[config.mk]
export PLATFORM = sky130hd
export DESIGN_NAME = midi_step_sequencer_core_flat
export DESIGN_NICKNAME = d
export VERILOG_FILES = /design/src/rtl/mss_pkg.sv /design/src/rtl/mss_if.sv /design/src/rtl/mss_grid_ram.sv /design/src/rtl/midi_step_sequencer_core.sv /design/src/flat_wrapper.sv
export SDC_FILE = /design/constraint.sdc
export NUM_CORES = 2
export LEC_CHECK = 0
export BUFFER_PORTS_ARGS = -buffer_cell sky130_fd_sc_hd__buf_2
export CORE_AREA = 5 5 323 325
export CTS_BUF_LIST = sky130_fd_sc_hd__clkbuf_4 sky130_fd_sc_hd__clkbuf_8
export DETAILED_ROUTE_END_ITERATION = 8
export DIE_AREA = 0 0 328 330
export GPL_ROUTABILITY_DRIVEN = 0
export HOLD_SLACK_MARGIN = 0.12
export PLACE_DENSITY = 0.76
export SLEW_MARGIN = 20
export SYNTH_ARGS = -nofsm -noshare
export SYNTH_HDL_FRONTEND = slang
export SYNTH_SLANG_ARGS = --single-unit
[constraint.sdc]
create_clock -name clock -period 11.9 [get_ports clock]
set_clock_uncertainty 0.2 [all_clocks]
set_input_delay 1.19 -clock clock [delete_from_list [all_inputs] [get_ports clock]]
set_output_delay 1.19 -clock clock [all_outputs]
set_load 0.03 [all_outputs]
[src/rtl/mss_pkg.sv]
// ----------------------------------------------------------------------------
// mss_pkg
// Shared types and constants for the step sequencer core: request codes,
// register indexes, message constants and the control state type.
// ----------------------------------------------------------------------------
package mss_pkg;

   // request kinds carried in req_type
   localparam logic REQ_TICK  = 1'b0;
   localparam logic REQ_WRITE = 1'b1;

   // configuration register indexes
   localparam int          CSR_IDX_W       = 2;
   localparam int          CSR_DATA_W      = 16;
   localparam logic [1:0]  CSR_STEP_PERIOD = 2'd0;
   localparam logic [1:0]  CSR_SWING_TICKS = 2'd1;

   // register reset values
   localparam logic [15:0] STEP_PERIOD_RST = 16'd99;
   localparam logic [15:0] SWING_TICKS_RST = 16'd33;

   // step timer width
   localparam int TIMER_W = 17;

   // note-on message constants
   localparam logic [7:0] STATUS_NOTE_ON = 8'd144;
   localparam logic [6:0] NOTE_BASE      = 7'd36;
   localparam logic [6:0] NOTE_VELOCITY  = 7'd100;

   // results per played step are capped
   localparam int         COUNT_W     = 7;
   localparam logic [6:0] MAX_RESULTS = 7'd64;

   // control sequencer
   typedef enum logic [3:0] {
      ST_IDLE  = 4'b0001,
      ST_WRITE = 4'b0010,
      ST_SCAN  = 4'b0100,
      ST_FLUSH = 4'b1000
   } state_type;

endpackage

[src/rtl/mss_if.sv]
// ----------------------------------------------------------------------------
// mss_if
// Valid/ready channels of the step sequencer: request beats (ticks and grid
// writes) and result beats (note-on messages).
// ----------------------------------------------------------------------------
interface mss_req_if;
   logic       valid;
   logic       ready;
   logic       req_type;
   logic [2:0] cell_channel;
   logic [2:0] cell_row;
   logic [3:0] cell_step;
   logic       cell_on;

   modport source (output valid, req_type, cell_channel, cell_row, cell_step, cell_on,
                   input ready);
   modport sink   (input valid, req_type, cell_channel, cell_row, cell_step, cell_on,
                   output ready);
endinterface

interface mss_rsp_if;
   logic       valid;
   logic       ready;
   logic       has_note;
   logic [7:0] status_byte;
   logic [6:0] note_number;
   logic [6:0] velocity;
   logic       notes_off_first;
   logic [3:0] played_step;
   logic       last;

   modport source (output valid, has_note, status_byte, note_number, velocity,
                   notes_off_first, played_step, last,
                   input ready);
   modport sink   (input valid, has_note, status_byte, note_number, velocity,
                   notes_off_first, played_step, last,
                   output ready);
endinterface

[src/rtl/mss_grid_ram.sv]
// ----------------------------------------------------------------------------
// mss_grid_ram
// Pattern grid storage: one row of step bits per channel/row pair. One write
// port, one registered read port. A per-entry valid bit makes entries never
// written since reset read back as all steps off.
// ----------------------------------------------------------------------------
module mss_grid_ram #(
   parameter int ADDR_W = 6,
   parameter int DATA_W = 16
) (
   input  logic              clock,
   input  logic              reset,
   input  logic              rd_en,
   input  logic [ADDR_W-1:0] rd_addr,
   output logic [DATA_W-1:0] rd_data,
   input  logic              wr_en,
   input  logic [ADDR_W-1:0] wr_addr,
   input  logic [DATA_W-1:0] wr_data
);

   localparam int DEPTH = 2 ** ADDR_W;

   logic [DATA_W-1:0] mem [DEPTH];
   logic [DEPTH-1:0]  valid_ff;
   logic [DATA_W-1:0] q_ff;
   logic              q_valid_ff;

   // storage array and registered read
   always_ff @(posedge clock) begin
      if (wr_en) begin
         mem[wr_addr] <= wr_data;
      end
      if (rd_en) begin
         q_ff <= mem[rd_addr];
      end
   end

   // entry valid bits, cleared at reset
   always_ff @(posedge clock) begin
      if (reset) begin
         valid_ff   <= '0;
         q_valid_ff <= 1'b0;
      end else begin
         if (wr_en) begin
            valid_ff[wr_addr] <= 1'b1;
         end
         if (rd_en) begin
            q_valid_ff <= valid_ff[rd_addr];
         end
      end
   end

   assign rd_data = q_valid_ff ? q_ff : '0;

endmodule

[src/rtl/midi_step_sequencer_core.sv]
// ----------------------------------------------------------------------------
// midi_step_sequencer_core
// Drum-style step sequencer: a channel x row x step on/off grid played out
// as note-on messages, one step per step timer expiry.
// ----------------------------------------------------------------------------
// A grid write beat reads the grid entry and then writes it back in ST_WRITE,
// and a tick beat that does not fire only counts the step timer down. A tick
// that fires scans every channel/row entry of the grid through the single
// read port of the grid RAM, one entry per cycle while the result channel does
// not stall, and holds off the request channel until its final result. Results
// come out in row order, channels within a row; the first result of a step
// carries notes_off_first and the final one carries last, and a step with no
// active cell gives a single result without a note. The grid is empty after
// reset at once (per-entry valid bits, no clearing pass). Registers:
// index 0 step_period (ticks per step, 0 acts as 1), index 1 swing_ticks
// (added on every other step after the first). Write them only while idle.
// ----------------------------------------------------------------------------
module midi_step_sequencer_core #(
   parameter int CHANNELS = 8,
   parameter int ROWS     = 8,
   parameter int STEPS    = 16
) (
   input  logic                           clock,
   input  logic                           reset,
   mss_req_if.sink                        req,
   mss_rsp_if.source                      rsp,
   input  logic                           csr_wr_en,
   input  logic [mss_pkg::CSR_IDX_W-1:0]  csr_index,
   input  logic [mss_pkg::CSR_DATA_W-1:0] csr_wdata
);

   localparam int CW     = (CHANNELS > 1) ? $clog2(CHANNELS) : 1;
   localparam int RW     = (ROWS > 1) ? $clog2(ROWS) : 1;
   localparam int SW     = $clog2(STEPS);
   localparam int ADDR_W = RW + CW;
   localparam int TW     = mss_pkg::TIMER_W;

   // configuration registers
   logic [15:0] period_ff;
   logic [15:0] swing_ff;

   always_ff @(posedge clock) begin
      if (reset) begin
         period_ff <= mss_pkg::STEP_PERIOD_RST;
         swing_ff  <= mss_pkg::SWING_TICKS_RST;
      end else if (csr_wr_en) begin
         case (csr_index)
            mss_pkg::CSR_STEP_PERIOD: period_ff <= csr_wdata;
            mss_pkg::CSR_SWING_TICKS: swing_ff  <= csr_wdata;
            default: ;
         endcase
      end
   end

   // control state
   mss_pkg::state_type state_ff, state_in;
   logic [SW-1:0]      step_ff, step_in;
   logic [TW-1:0]      cd_ff, cd_in;
   logic               started_ff, started_in;
   logic [SW-1:0]      play_ff, play_in;
   logic [RW-1:0]      row_cnt_ff, row_cnt_in;
   logic [CW-1:0]      ch_cnt_ff, ch_cnt_in;
   logic               scan_left_ff, scan_left_in;
   logic               rd_valid_ff, rd_valid_in;
   logic               pend_valid_ff, pend_valid_in;
   logic [mss_pkg::COUNT_W-1:0] count_ff, count_in;
   logic               any_out_ff, any_out_in;
   logic               rsp_valid_ff, rsp_valid_in;

   // payload registers
   logic [RW-1:0]      rd_row_ff, rd_row_in;
   logic [CW-1:0]      rd_ch_ff, rd_ch_in;
   logic [RW-1:0]      pend_row_ff, pend_row_in;
   logic [CW-1:0]      pend_ch_ff, pend_ch_in;
   logic [ADDR_W-1:0]  wr_addr_ff, wr_addr_in;
   logic [SW-1:0]      wr_bit_ff, wr_bit_in;
   logic               wr_on_ff, wr_on_in;

   logic               out_has_ff, out_first_ff, out_last_ff;
   logic [7:0]         out_status_ff;
   logic [6:0]         out_note_ff, out_vel_ff;
   logic [3:0]         out_step_ff;

   // grid RAM ports
   logic               rd_en;
   logic [ADDR_W-1:0]  rd_addr;
   logic [STEPS-1:0]   rd_data;
   logic               wr_en;
   logic [STEPS-1:0]   wr_data;
   logic [STEPS-1:0]   wr_mask;

   // result push
   logic               push;
   logic               push_has, push_first, push_last;
   logic [RW-1:0]      push_row;
   logic [CW-1:0]      push_ch;

   logic               out_free;
   logic               hit_ok;
   logic               stall;
   logic               in_range;
   logic [TW-1:0]      interval;

   mss_grid_ram #(
      .ADDR_W (ADDR_W),
      .DATA_W (STEPS)
   ) u_grid (
      .clock   (clock),
      .reset   (reset),
      .rd_en   (rd_en),
      .rd_addr (rd_addr),
      .rd_data (rd_data),
      .wr_en   (wr_en),
      .wr_addr (wr_addr_ff),
      .wr_data (wr_data)
   );

   assign out_free = !rsp_valid_ff || rsp.ready;
   assign hit_ok   = rd_valid_ff && rd_data[play_ff] && (count_ff < mss_pkg::MAX_RESULTS);
   assign stall    = hit_ok && pend_valid_ff && !out_free;
   assign in_range = (32'(req.cell_channel) < CHANNELS) && (32'(req.cell_row) < ROWS) &&
                     (32'(req.cell_step) < STEPS);

   // next interval: swing on every other step once started, zero acts as one
   always_comb begin
      interval = TW'(period_ff);
      if (started_ff && !step_ff[0]) begin
         interval = interval + TW'(swing_ff);
      end
      if (interval == '0) begin
         interval = TW'(1);
      end
   end

   // read-modify-write of one grid entry
   assign wr_mask = STEPS'(1) << wr_bit_ff;
   assign wr_data = wr_on_ff ? (rd_data | wr_mask) : (rd_data & ~wr_mask);

   assign req.ready = (state_ff == mss_pkg::ST_IDLE);

   // sequencer
   always_comb begin
      state_in      = state_ff;
      step_in       = step_ff;
      cd_in         = cd_ff;
      started_in    = started_ff;
      play_in       = play_ff;
      row_cnt_in    = row_cnt_ff;
      ch_cnt_in     = ch_cnt_ff;
      scan_left_in  = scan_left_ff;
      rd_valid_in   = rd_valid_ff;
      rd_row_in     = rd_row_ff;
      rd_ch_in      = rd_ch_ff;
      pend_valid_in = pend_valid_ff;
      pend_row_in   = pend_row_ff;
      pend_ch_in    = pend_ch_ff;
      count_in      = count_ff;
      any_out_in    = any_out_ff;
      wr_addr_in    = wr_addr_ff;
      wr_bit_in     = wr_bit_ff;
      wr_on_in      = wr_on_ff;
      rd_en         = 1'b0;
      rd_addr       = {RW'(req.cell_row), CW'(req.cell_channel)};
      wr_en         = 1'b0;
      push          = 1'b0;
      push_has      = pend_valid_ff;
      push_row      = pend_row_ff;
      push_ch       = pend_ch_ff;
      push_first    = !any_out_ff;
      push_last     = 1'b0;

      case (state_ff)
         mss_pkg::ST_IDLE: begin
            if (req.valid) begin
               if (req.req_type == mss_pkg::REQ_WRITE) begin
                  if (in_range) begin
                     rd_en      = 1'b1;
                     wr_addr_in = rd_addr;
                     wr_bit_in  = SW'(req.cell_step);
                     wr_on_in   = req.cell_on;
                     state_in   = mss_pkg::ST_WRITE;
                  end
               end else if (cd_ff != '0) begin
                  cd_in = cd_ff - TW'(1);
               end else begin
                  // timer fired: reload, then play the current step
                  cd_in         = interval - TW'(1);
                  started_in    = 1'b1;
                  play_in       = step_ff;
                  step_in       = (32'(step_ff) == STEPS - 1) ? '0 : step_ff + SW'(1);
                  row_cnt_in    = '0;
                  ch_cnt_in     = '0;
                  scan_left_in  = 1'b1;
                  rd_valid_in   = 1'b0;
                  pend_valid_in = 1'b0;
                  count_in      = '0;
                  any_out_in    = 1'b0;
                  state_in      = mss_pkg::ST_SCAN;
               end
            end
         end

         mss_pkg::ST_WRITE: begin
            wr_en    = 1'b1;
            state_in = mss_pkg::ST_IDLE;
         end

         mss_pkg::ST_SCAN: begin
            if (!scan_left_ff && !rd_valid_ff) begin
               state_in = mss_pkg::ST_FLUSH;
            end else if (!stall) begin
               // issue the next entry read
               if (scan_left_ff) begin
                  rd_en       = 1'b1;
                  rd_addr     = {row_cnt_ff, ch_cnt_ff};
                  rd_valid_in = 1'b1;
                  rd_row_in   = row_cnt_ff;
                  rd_ch_in    = ch_cnt_ff;
                  if (32'(ch_cnt_ff) == CHANNELS - 1) begin
                     ch_cnt_in = '0;
                     if (32'(row_cnt_ff) == ROWS - 1) begin
                        scan_left_in = 1'b0;
                     end else begin
                        row_cnt_in = row_cnt_ff + RW'(1);
                     end
                  end else begin
                     ch_cnt_in = ch_cnt_ff + CW'(1);
                  end
               end else begin
                  rd_valid_in = 1'b0;
               end
               // an active cell retires the held one, which is then not last
               if (hit_ok) begin
                  count_in = count_ff + mss_pkg::COUNT_W'(1);
                  if (pend_valid_ff) begin
                     push       = 1'b1;
                     any_out_in = 1'b1;
                  end
                  pend_valid_in = 1'b1;
                  pend_row_in   = rd_row_ff;
                  pend_ch_in    = rd_ch_ff;
               end
            end
         end

         mss_pkg::ST_FLUSH: begin
            // held cell is the last one; no cell gives an empty result
            if (out_free) begin
               push      = 1'b1;
               push_last = 1'b1;
               state_in  = mss_pkg::ST_IDLE;
            end
         end

         default: begin
            state_in = mss_pkg::ST_IDLE;
         end
      endcase

      rsp_valid_in = rsp_valid_ff;
      if (push) begin
         rsp_valid_in = 1'b1;
      end else if (rsp.ready) begin
         rsp_valid_in = 1'b0;
      end
   end

   // control registers
   always_ff @(posedge clock) begin
      if (reset) begin
         state_ff      <= mss_pkg::ST_IDLE;
         step_ff       <= '0;
         cd_ff         <= '0;
         started_ff    <= 1'b0;
         play_ff       <= '0;
         row_cnt_ff    <= '0;
         ch_cnt_ff     <= '0;
         scan_left_ff  <= 1'b0;
         rd_valid_ff   <= 1'b0;
         pend_valid_ff <= 1'b0;
         count_ff      <= '0;
         any_out_ff    <= 1'b0;
         rsp_valid_ff  <= 1'b0;
      end else begin
         state_ff      <= state_in;
         step_ff       <= step_in;
         cd_ff         <= cd_in;
         started_ff    <= started_in;
         play_ff       <= play_in;
         row_cnt_ff    <= row_cnt_in;
         ch_cnt_ff     <= ch_cnt_in;
         scan_left_ff  <= scan_left_in;
         rd_valid_ff   <= rd_valid_in;
         pend_valid_ff <= pend_valid_in;
         count_ff      <= count_in;
         any_out_ff    <= any_out_in;
         rsp_valid_ff  <= rsp_valid_in;
      end
   end

   // payload registers
   always_ff @(posedge clock) begin
      rd_row_ff   <= rd_row_in;
      rd_ch_ff    <= rd_ch_in;
      pend_row_ff <= pend_row_in;
      pend_ch_ff  <= pend_ch_in;
      wr_addr_ff  <= wr_addr_in;
      wr_bit_ff   <= wr_bit_in;
      wr_on_ff    <= wr_on_in;
      if (push) begin
         out_has_ff    <= push_has;
         out_status_ff <= push_has ? (mss_pkg::STATUS_NOTE_ON + 8'(push_ch)) : 8'd0;
         out_note_ff   <= push_has ? (mss_pkg::NOTE_BASE + 7'(push_row)) : 7'd0;
         out_vel_ff    <= push_has ? mss_pkg::NOTE_VELOCITY : 7'd0;
         out_first_ff  <= push_first;
         out_step_ff   <= 4'(play_ff);
         out_last_ff   <= push_last;
      end
   end

   assign rsp.valid           = rsp_valid_ff;
   assign rsp.has_note        = out_has_ff;
   assign rsp.status_byte     = out_status_ff;
   assign rsp.note_number     = out_note_ff;
   assign rsp.velocity        = out_vel_ff;
   assign rsp.notes_off_first = out_first_ff;
   assign rsp.played_step     = out_step_ff;
   assign rsp.last            = out_last_ff;

endmodule
[src/flat_wrapper.sv]
// flat-port wrapper written by rule: the top's interface ports become plain ports
module midi_step_sequencer_core_flat 
#(
   parameter int CHANNELS = 8,
   parameter int ROWS     = 8,
   parameter int STEPS    = 16
)
  (clock, reset, csr_wr_en, csr_index, csr_wdata, req_valid, req_req_type, req_cell_channel, req_cell_row, req_cell_step, req_cell_on, req_ready, rsp_valid, rsp_has_note, rsp_status_byte, rsp_note_number, rsp_velocity, rsp_notes_off_first, rsp_played_step, rsp_last, rsp_ready);
  mss_req_if req_i ();
  mss_rsp_if rsp_i ();
  input  logic clock;
  input  logic reset;
  input  logic csr_wr_en;
  input  logic [mss_pkg::CSR_IDX_W-1:0] csr_index;
  input  logic [mss_pkg::CSR_DATA_W-1:0] csr_wdata;
  input wire logic [$bits(req_i.valid)-1:0] req_valid;
  input wire logic [$bits(req_i.req_type)-1:0] req_req_type;
  input wire logic [$bits(req_i.cell_channel)-1:0] req_cell_channel;
  input wire logic [$bits(req_i.cell_row)-1:0] req_cell_row;
  input wire logic [$bits(req_i.cell_step)-1:0] req_cell_step;
  input wire logic [$bits(req_i.cell_on)-1:0] req_cell_on;
  output wire logic [$bits(req_i.ready)-1:0] req_ready;
  output wire logic [$bits(rsp_i.valid)-1:0] rsp_valid;
  output wire logic [$bits(rsp_i.has_note)-1:0] rsp_has_note;
  output wire logic [$bits(rsp_i.status_byte)-1:0] rsp_status_byte;
  output wire logic [$bits(rsp_i.note_number)-1:0] rsp_note_number;
  output wire logic [$bits(rsp_i.velocity)-1:0] rsp_velocity;
  output wire logic [$bits(rsp_i.notes_off_first)-1:0] rsp_notes_off_first;
  output wire logic [$bits(rsp_i.played_step)-1:0] rsp_played_step;
  output wire logic [$bits(rsp_i.last)-1:0] rsp_last;
  input wire logic [$bits(rsp_i.ready)-1:0] rsp_ready;
  assign req_i.valid = req_valid;
  assign req_i.req_type = req_req_type;
  assign req_i.cell_channel = req_cell_channel;
  assign req_i.cell_row = req_cell_row;
  assign req_i.cell_step = req_cell_step;
  assign req_i.cell_on = req_cell_on;
  assign req_ready = req_i.ready;
  assign rsp_valid = rsp_i.valid;
  assign rsp_has_note = rsp_i.has_note;
  assign rsp_status_byte = rsp_i.status_byte;
  assign rsp_note_number = rsp_i.note_number;
  assign rsp_velocity = rsp_i.velocity;
  assign rsp_notes_off_first = rsp_i.notes_off_first;
  assign rsp_played_step = rsp_i.played_step;
  assign rsp_last = rsp_i.last;
  assign rsp_i.ready = rsp_ready;
  midi_step_sequencer_core #(.CHANNELS(CHANNELS), .ROWS(ROWS), .STEPS(STEPS)) u_core (.clock(clock), .reset(reset), .req(req_i), .rsp(rsp_i), .csr_wr_en(csr_wr_en), .csr_index(csr_index), .csr_wdata(csr_wdata));
endmodule
==> results.txt <==
FMAX: 165 MHz
Critical path endpoint category: flip-flop
Layout cells sized above 1: 0.122
Post-synth top flop: edfxtp_1
Hold buffers post-CTS: 0
Worst setup SP type: flip-flop
Final hold viol count: 0
Final global-route overflow total: 0
DPL Wire Length: 80.3 mm
Post-CTS sizing: 0
Library cells used by synthesis: 79
CTS tree: yes
Vias: 35498
Initial antenna violation count: 11
Syn Area/Cell: 11.8 µm²
Slowest CP cell: buf_4
Fin crit share: 0.510
Synthesized instance count: 4260
Vias per Instance: 6.03
Endpoints failing setup: 0
Worst-path clk slew: 0.06 ns
Initial DRT Pass Iterations: 9
Max Slew Vio Count: 0
Vias in the first global route: 33563
Peak supply drop: 0.209 mV
Max Cap Viol: 0
Die Ht: 330 µm
Worst path top cell family by delay: buffers and inverters
Post-synthesis sequential area ratio: 0.704
Placed cell count: 5537
Cell Area, Synth: 50100 µm²
H-tree Lvls: 4
WL final: 140 mm
Clk Latency, worst-skew pair: 0.89 ns
Power density over cell area: 175 nW/µm²
Required @ worst endpoint: 12.31 ns
Die area: 108000 µm²
Die X: 328 µm
Clk buf depth: 3
Arrival time worst endpoint: 6.48 ns
Core ar.: 101000 µm²
Synthesized flop and latch total: 1223
Tmin final: 6.07 ns
EDFF count, synth: 1078
Static Leak: 19.7 nW
Filler-free cell count of the finished design: 5889
TritonCTS Sinks: 1223
GRT Total Usage: 0.252
Post-CTS setup buffers: 0
Synth Warn #: 0
Post-route ant nets: 0
Setup TNS Final: 0 ns
CP Max Fanout: 70
Status: finished, final reports clean
Fillers: 8062
Row cnt: 117
Number of port buffers: 56
RSZ-0062 raised after global routing: no
Routed WL per cell: 23.8 µm
First-pass GRT wire length: 207 mm
Buf/Inv on CP: 3
Cells along the critical path: mux2i_1, or3_1, a32oi_1, a221o_1, buf_4, mux2i_4, buf_4, buf_4, a31oi_1, a32oi_1, nand4_1, and4_1
Crit path top cell by count: buf_4
Min-Delay Path Class: reg2reg
Initial Util: 0.495
1st-iter DRT viols: 5058
Drt drc: 0
Worst slew margin: 0.231
Root Buffer: clkbuf_8
Layout Nets: 4417
Area growth syn-to-layout: 11.8%
WS Path Type: reg2reg
Slowest stage delay, CP: 0.84 ns
FFs w/ async S/R, synth: 0
Worst Max-Slew Pin Slew: 1.15 ns
Total CTS buffers: 187
Largest net degree at the start of global routing: 216
Top Ports: 66
==> cells in the final DEF, fill, tap and decap left out, types with 8 or more instances in the layout <==
cell type / Yosys / layout
a21oi_1: 90 / 90
a21o_1: 8 / 8
nor2_1: 180 / 171
o21ai_0: 33 / 32
nor2_2: 0 / 9
clkinv_2: 0 / 14
o311ai_0: 9 / 9
nand2b_1: 9 / 9
a211o_1: 9 / 9
nand3b_1: 10 / 10
and3_1: 39 / 39
a31oi_1: 74 / 74
or3_1: 15 / 15
diode_2: 0 / 8
clkbuf_8: 0 / 191
nand3_1: 646 / 646
clkbuf_4: 0 / 86
a32oi_1: 36 / 36
o31ai_4: 0 / 9
xnor2_1: 9 / 9
ha_1: 23 / 23
o211ai_1: 16 / 16
o21a_1: 44 / 44
clkinv_1: 1 / 32
conb_1: 1 / 9
edfxtp_1: 1078 / 1078
and4_1: 18 / 18
and2_1: 14 / 14
nand4_1: 75 / 75
buf_4: 15 / 119
nor3_1: 27 / 27
o31ai_1: 21 / 12
mux2i_1: 13 / 13
dfxtp_1: 145 / 145
inv_1: 19 / 19
nor2b_1: 10 / 10
nand2_1: 1211 / 1209
buf_2: 99 / 55
==> report_power, final <==
| group | switching, mW | internal (mW) |
|---|---|---|
| Sequential | 0.0651 | 4.80 |
| Combinational | 0.955 | 0.385 |
| Clock | 1.65 | 1.93 |
| Total | 2.67 | 7.12 |
==> cell usage after synthesis, drive strengths merged (11+ instances only) <==
cell,n,area share
nand2,1211,0.091
edfxtp,1078,0.65
nand3,646,0.065
nor2,181,0.014
clkbuf,145,0.011
dfxtp,145,0.058
buf,132,0.014
a21oi,91,0.0092
nand4,75,0.0094
a31oi,74,0.0092
o21a,44,0.0066
and3,39,0.0049
a32oi,36,0.0063
o21ai,34,0.0035
nor3,27,0.0027
ha,23,0.0057
o31ai,21,0.0031
inv,20,0.0015
and4,18,0.0031
mux2i,18,0.0041
o211ai,16,0.0024
or3,15,0.0019
and2,14,0.0017
nor2b,11,0.0015
==> final timing paths <==
kind	start	end	slack, ns	cells after the start
min reg2reg	u_core.rd_ch_ff[0]$_DFFE_PP_	u_core.pend_ch_ff[0]$_DFFE_PP_	0.21	0
max	u_core.play_ff[0]$_SDFFE_PP0P_	u_core.u_grid.q_ff[11]$_DFFE_PP_	5.83	12
max reg2reg	u_core.play_ff[0]$_SDFFE_PP0P_	u_core.u_grid.q_ff[11]$_DFFE_PP_	5.83	12
min	u_core.rd_ch_ff[0]$_DFFE_PP_	u_core.pend_ch_ff[0]$_DFFE_PP_	0.21	0
==> metrics by stage <==
stage | area (µm²) | hold slack, ns | utilization | setup WS [ns] | power, mW
finish | 56000 | 0.211 | 0.554 | 5.83 | 9.78
global route | 56000 | 0.225 | 0.554 | 5.71 | 10.1
CTS | 56000 | 0.212 | 0.553 | 5.95 | 9.78
detailed placement | 52100 | 0.208 | 0.515 | 5.82 | 6.24
global placement | 52100 | 0.206 | 0.515 | 5.92 | 6.22
floorplan | 50100 | 0.200 | - | 6.28 | 5.87
==> routing by layer <==
metal / vias to the layer above / GRT usage / wire length (µm)
met4: 8 / 0.131 / 7610
met3: 398 / 0.0728 / 18100
li1: 15676 / - / -
met2: 2260 / 0.389 / 63200
met1: 17156 / 0.329 / 51100
met5: - / 0 / 53
==> flip-flops by register name, summed over array words and instances (netlist names), 4 cells and up <==
name,count
u_core.rsp.note_number,4
u_core.play_ff,4
u_core.u_grid.q_ff,16
u_core.rsp.played_step,4
u_core.wr_addr_ff,6
u_core.rsp.status_byte,4
u_core.swing_ff,16
u_core.u_grid.valid_ff,64
u_core.wr_bit_ff,4
u_core.step_ff,4
u_core.count_ff,7
u_core.period_ff,16
u_core.cd_ff,17
u_core.state_ff,4
u_core.u_grid.mem,1024
==> cell families after synthesis <==
logic type                 Yosys count  share of synthesized area
and+or+nand+nor                   2284                      0.201
DFF                               1223                      0.704
AOI/OAI and AO/OA                  390                     0.0530
muxes                               27                    0.00714
adders and majority gates           24                    0.00614
xor gates and xnor gates            13                    0.00227
other                                1                  0.0000748
buffers and inverters              298                     0.0262
==> final cells by class <==
class	count	area [µm²]	share of cell area
Clock inverter	67	594	0.0106
Antenna cell	8	20.0	0.000357
Sequential cell	1223	35300	0.630
Inverter	21	78.8	0.00141
Tap cell	1368	1710	0.0306
Clock buffer	277	3270	0.0585
Timing Repair Buffer	178	1250	0.0223
Multi-Input combinational cell	2747	13800	0.246
Power figures use the tool's default switching activity.
